### src/design/epc_pkg.sv
`timescale 1ns / 1ps
// ----------------------------------------------------------------------------
// epc_pkg
// Shared types, codes, sine table and arithmetic helpers of the phasor chain.
// ----------------------------------------------------------------------------
package epc_pkg;

	localparam int MAX_PHASORS_DEF = 8;

	localparam int COORD_W  = 16;
	localparam int PHASE_W  = 16;
	localparam int RADIUS_W = 8;
	localparam int CENTER_W = 11;
	localparam int COUNT_W  = 4;
	localparam int TRIG_W   = 17;
	localparam int PROD_W   = 26;
	localparam int OFF_W    = 13;
	localparam int REG_W    = 2;

	localparam logic OP_TICK = 1'b0;
	localparam logic OP_LOAD = 1'b1;

	localparam logic [REG_W-1:0] REG_CENTER_X = 2'd0;
	localparam logic [REG_W-1:0] REG_CENTER_Y = 2'd1;
	localparam logic [REG_W-1:0] REG_PHASORS  = 2'd2;

	localparam logic [CENTER_W-1:0] CENTER_X_RST = 11'd960;
	localparam logic [CENTER_W-1:0] CENTER_Y_RST = 11'd540;
	localparam logic [COUNT_W-1:0]  PHASORS_RST  = 4'd5;

	localparam logic [PHASE_W-1:0] QUARTER_TURN = 16'h4000;

	// round(32767 * sin(k * pi / 128)), k = 0..64
	localparam logic [14:0] QUARTER_SINE [0:64] = '{
		15'd0,     15'd804,   15'd1608,  15'd2410,  15'd3212,  15'd4011,  15'd4808,  15'd5602,
		15'd6393,  15'd7179,  15'd7962,  15'd8739,  15'd9512,  15'd10278, 15'd11039, 15'd11793,
		15'd12539, 15'd13279, 15'd14010, 15'd14732, 15'd15446, 15'd16151, 15'd16846, 15'd17530,
		15'd18204, 15'd18868, 15'd19519, 15'd20159, 15'd20787, 15'd21403, 15'd22005, 15'd22594,
		15'd23170, 15'd23731, 15'd24279, 15'd24811, 15'd25329, 15'd25832, 15'd26319, 15'd26790,
		15'd27245, 15'd27683, 15'd28105, 15'd28510, 15'd28898, 15'd29268, 15'd29621, 15'd29956,
		15'd30273, 15'd30571, 15'd30852, 15'd31113, 15'd31356, 15'd31580, 15'd31785, 15'd31971,
		15'd32137, 15'd32285, 15'd32412, 15'd32521, 15'd32609, 15'd32678, 15'd32728, 15'd32757,
		15'd32767
	};

	// Running point handed from cell to cell.
	typedef struct packed {
		logic                      valid;
		logic signed [COORD_W-1:0] x;
		logic signed [COORD_W-1:0] y;
	} epc_tok_t;

	typedef struct packed {
		logic tick;
		logic xfer;
		logic active;
	} epc_cell_ctl_t;

	typedef struct packed {
		logic                we;
		logic [PHASE_W-1:0]  step;
		logic [RADIUS_W-1:0] radius;
	} epc_load_t;

	function automatic logic signed [TRIG_W-1:0] sine_of(input logic [PHASE_W-1:0] phase);
		logic [1:0]               quad;
		logic [6:0]               idx;
		logic signed [TRIG_W-1:0] v;
		quad = phase[15:14];
		idx  = quad[0] ? (7'd64 - {1'b0, phase[13:8]}) : {1'b0, phase[13:8]};
		v    = $signed({2'b00, QUARTER_SINE[idx]});
		return quad[1] ? -v : v;
	endfunction

	// radius * trig / 2048, rounded with ties toward plus infinity
	function automatic logic signed [OFF_W-1:0] scaled_offset(
		input logic [RADIUS_W-1:0] radius,
		input logic signed [TRIG_W-1:0] trig
	);
		logic signed [PROD_W-1:0] prod;
		prod = PROD_W'($signed({1'b0, radius})) * PROD_W'(trig);
		prod = prod + PROD_W'(1024);
		return $signed(prod[11 +: OFF_W]);
	endfunction

	function automatic logic signed [COORD_W-1:0] sat_add(
		input logic signed [COORD_W-1:0] a,
		input logic signed [OFF_W-1:0]   b
	);
		logic signed [COORD_W:0] s;
		s = {a[COORD_W-1], a} + {{(COORD_W+1-OFF_W){b[OFF_W-1]}}, b};
		if (s[COORD_W] != s[COORD_W-1]) begin
			return s[COORD_W] ? {1'b1, {(COORD_W-1){1'b0}}} : {1'b0, {(COORD_W-1){1'b1}}};
		end
		return s[COORD_W-1:0];
	endfunction

endpackage

### src/design/epc_cell.sv
`timescale 1ns / 1ps
// ----------------------------------------------------------------------------
// epc_cell
// One phasor: holds phase, step and radius, keeps its registered x/y offsets
// and adds them to the running point passed in from its left neighbor.
// ----------------------------------------------------------------------------
module epc_cell import epc_pkg::*; (
	input  logic          clk,
	input  logic          arst_n,
	input  epc_cell_ctl_t ctl,
	input  epc_load_t     load,
	input  epc_tok_t      tok_in,
	output epc_tok_t      tok_out
);

	logic [PHASE_W-1:0]        phase_q;
	logic [PHASE_W-1:0]        step_q;
	logic [RADIUS_W-1:0]       radius_q;
	logic signed [OFF_W-1:0]   cos_off_q;
	logic signed [OFF_W-1:0]   sin_off_q;
	logic                      tok_valid_q;
	logic signed [COORD_W-1:0] tok_x_q;
	logic signed [COORD_W-1:0] tok_y_q;

	always_ff @(posedge clk or negedge arst_n) begin
		if (!arst_n) begin
			phase_q  <= '0;
			step_q   <= '0;
			radius_q <= '0;
		end else if (load.we) begin
			phase_q  <= '0;
			step_q   <= load.step;
			radius_q <= load.radius;
		end else if (ctl.tick && ctl.active) begin
			phase_q <= phase_q + step_q;
		end
	end

	// Offsets are registered from the phase and follow it in the next cycle.
	always_ff @(posedge clk) begin
		cos_off_q <= scaled_offset(radius_q, sine_of(phase_q + QUARTER_TURN));
		sin_off_q <= scaled_offset(radius_q, sine_of(phase_q));
	end

	always_ff @(posedge clk or negedge arst_n) begin
		if (!arst_n) begin
			tok_valid_q <= 1'b0;
		end else if (ctl.xfer) begin
			tok_valid_q <= tok_in.valid && ctl.active;
		end
	end

	always_ff @(posedge clk) begin
		if (ctl.xfer && tok_in.valid) begin
			tok_x_q <= sat_add(tok_in.x, cos_off_q);
			tok_y_q <= sat_add(tok_in.y, sin_off_q);
		end
	end

	assign tok_out = '{valid: tok_valid_q, x: tok_x_q, y: tok_y_q};

endmodule

### config.mk
export PLATFORM = sky130hd
export DESIGN_NAME = epc_cell
export DESIGN_NICKNAME = d
export VERILOG_FILES = /design/src/design/epc_pkg.sv /design/src/design/epc_cell.sv
export SDC_FILE = /design/constraint.sdc
export NUM_CORES = 1
export LEC_CHECK = 0
export BUFFER_PORTS_ARGS = -buffer_cell sky130_fd_sc_hd__clkbuf_2
export CAP_MARGIN = 30
export CORE_ASPECT_RATIO = 0.9
export CORE_MARGIN = 4
export CORE_UTILIZATION = 40
export DETAILED_ROUTE_END_ITERATION = 16
export GPL_TIMING_DRIVEN = 0
export PLACE_DENSITY = 0.58
export SLEW_MARGIN = 5
export SYNTH_ARGS = -nofsm -noshare
export SYNTH_HDL_FRONTEND = slang
export SYNTH_SLANG_ARGS = --single-unit
export TNS_END_PERCENT = 50
### constraint.sdc
create_clock -name clk -period 8.2 [get_ports clk]
set_input_delay 0.41 -clock clk [delete_from_list [all_inputs] [get_ports clk]]
set_output_delay 0.41 -clock clk [all_outputs]
set_load 0.005 [all_outputs]
==> impl_metrics.toml <==
[synth]
ys_top_cells_by_count = "inv_1 (272), nand2_1 (234), fa_1 (209), ha_1 (192), and2_1 (134)"
synth-seq-cells = 99
ys_seq_area_share_pct = 13.5
synth_cells = 2137
post-synth-top-count-cell = "inv_1"
netlist_area_um2 = 18600
ys_top_cells_by_area = "fa_1 (22%), ha_1 (13%), dfrtp_1 (5.5%)"
synth_top_cell_by_area = "fa_1"
syn_area_per_cell_um2 = 8.71
ys_warn_count = 0
synth.net_count = 2601
synthFlopType = "dfrtp_1"
async_reset_ff_share_pct = 41.4
synth_edf_count = 32
ys_types = 108
synth_top_area_share_pct = 22.5

[routing]
drt_iter0_drc = 1355
drc = 0
vias_per_cell = 5.59
postRouteWirelength_mm = 57.9
detail_route.wl_per_cell_um = 19.4
dr.pass1.iters = 6
dr_total_vias = 16700
ant_nets = 0

[setup_path]
path_buf_inv = 3
cp_max_fo = 7
cp.required_ns = 8.47
slowest_delay_ns = 0.62
cp_slowest_cell = "or4_4"
cpMostUsedCell = "fa_1"
critPathCaptureType = "flop"
worstSetupPathType = "reg2reg"
crit_arrival_ns = 8.60
critical-path-top-delay-family = "adder cells"
critPathLaunchType = "flop"

[layout]
multiInputGateArea_um2 = 15800
area_growth_pct = 22.3
finalNonFillerCells = 2988
ff_latch_area_um2 = 2510
utilization_pct = 49.8
antenna_cells = 0
nFillCells = 4321
fin_nets = 2839
drive_gt1_share_pct = 23.7

[die]
die_area_um2 = 50100
ios = 96
start_util_pct = 40.7
die_h_um = 213
fp-row-count = 74
die_w_um = 235
core-area_um2 = 45700

[cts]
clk_latency_ns = 0.40
cts-root-buf = "clkbuf_16"
cts_tree = "done"
h-tree-depth = 3
cts_sinks = 99
cts_buffer_depth = 2
path_clk_slew_ns = 0.07
cts_buffers = 9

[global_route]
grt_overflow = 0
grt_usage_pct = 22.7
grt_pass1_vias = 16500
grt_max_degree = 33
antenna_found_initial = 0
grt_pass1_wl_mm = 91.7

[run_status]
failed_checks = "setup timing"
outcome = "finished, violations left"

[sta]
fmax_mhz = 120
grt_setup_unrepaired = "true"
finalHoldViolCount = 0
maxSlewViolCount = 0
relSlewSlack_pct = 41.6
post-route-period-util_pct = 102
setup_viol = 4
hold_slack_ns = 0.233
setup_tns_ns = -0.321
tightest_slew_ns = 0.876
period_needed_ns = 8.33
worst_clock_skew_ns = 0.0127
fin_ws_ns = -0.131

[place]
gp_congestion = 0.935
dp.cells = 2842
hpwlAfterDp_mm = 44.2
io_buffers = 94

[hold_path]
hold_path_class = "in2reg"

[run]
drv_cap = 0
[flip-flops by register name, indices dropped and copies added (netlist names)]
name,count
phase_q,16
tok_x_q,16
cos_off_q,13
step_q,16
radius_q,8
sin_off_q,13
tok_valid_q,1
tok_y_q,16
[per-layer routing]
metal	vias to the layer above	global-route usage [%]	part of all wire [%]
met2	624	37.7	47
met5	-	0	0
li1	7751	-	-
met4	0	5.53	2.1
met3	103	4.09	6.8
met1	8224	31.2	44
[cell usage in the layout, fill, tap and decap left out, types with 17 or more instances in the layout]
master / synthesis / layout
inv_1: 272 / 260
nand2_1: 234 / 225
fa_1: 209 / 206
ha_1: 192 / 177
and2_1: 134 / 132
buf_4: 6 / 130
clkbuf_2: 1 / 100
a21oi_1: 89 / 78
nor2_1: 88 / 77
o21ai_0: 87 / 72
xnor2_1: 78 / 57
nand3_1: 47 / 43
clkbuf_1: 52 / 38
dfrtp_1: 41 / 38
nor3_1: 38 / 34
edfxtp_1: 32 / 32
o211ai_1: 28 / 28
a21o_1: 27 / 27
dfxtp_1: 26 / 26
mux2_2: 25 / 24
buf_2: 36 / 23
buf_6: 7 / 18
xor2_1: 25 / 18
xnor2_2: 3 / 17
[worst reg2reg max path: cells and delay by family (launching register included)]
family | cells | cell delay [ns]
buffers and inverters | 3 | 0.34
DFF | 1 | 0.50
and+or+nand+nor | 6 | 1.84
adders and majority gates | 8 | 3.16
AOI/OAI and AO/OA | 7 | 1.20
xor gates and xnor gates | 2 | 0.38
muxes | 2 | 0.81
[kinds of logic (layout without fill, tap and decap cells)]
logic type	after synthesis	count (layout)	synth area share, %
AO/OA/AOI/OAI	458	458	17.4
adder cells (fa/ha/maj)	401	401	35.4
flip-flops	99	99	13.5
XOR/XNOR	108	108	5.28
AND/OR/NAND/NOR	647	647	17.5
buffers and inverters	384	627	8.40
multiplexers	40	40	2.52
[final timing paths]
check / from / endpoint / slack [ns] / cells after the start
min reg2reg: phase_q[3]$_DFFE_PN0P_ / phase_q[3]$_DFFE_PN0P_ / 0.50 / 2
max in group asynchronous: arst_n / phase_q[8]$_DFFE_PN0P_ / 7.09 / 3
max reg2reg: phase_q[8]$_DFFE_PN0P_ / cos_off_q[12]$_DFF_P_ / -0.13 / 28
min: load[23] / step_q[15]$_DFFE_PN0P_ / 0.23 / 3
min in group asynchronous: arst_n / step_q[5]$_DFFE_PN0P_ / 0.54 / 2
max: phase_q[8]$_DFFE_PN0P_ / cos_off_q[12]$_DFF_P_ / -0.13 / 28
[layout make-up]
| class | instances | area share (%) |
|---|---|---|
| multi-input cells | 1654 | 69.3 |
| flip-flops and latches | 99 | 11.0 |
| repair buffers | 230 | 7.02 |
| inverters | 275 | 4.68 |
| well taps | 608 | 3.34 |
| plain buffers | 105 | 3.09 |
| clock buffers | 10 | 1.01 |
| clock inverters | 6 | 0.429 |
| repair inverters | 1 | 0.0330 |
[through the flow]
step           setup slack [ns]  instance area, um2
2_1_floorplan           -0.0413               18700
3_3_place_gp              -2.10               20000
3_5_place_dp              -2.05               20000
4_1_cts                  -0.107               21700
5_1_grt                  -0.413               22800
6_report                 -0.131               22800
[timing repair]
action | in CTS | in global routing
setup buffers | 75 | 55
hold buffers | 1 | 0
pin swaps | 53 | 76
endpoints found under the hold margin | 6 | 0
cloned | 1 | 2
setup endpoints to repair | 26 | 21
gates resized for setup | 168 | 149
Power is not shown: default switching activity piles up to over one toggle a cycle in this logic, so the estimate is an artifact.
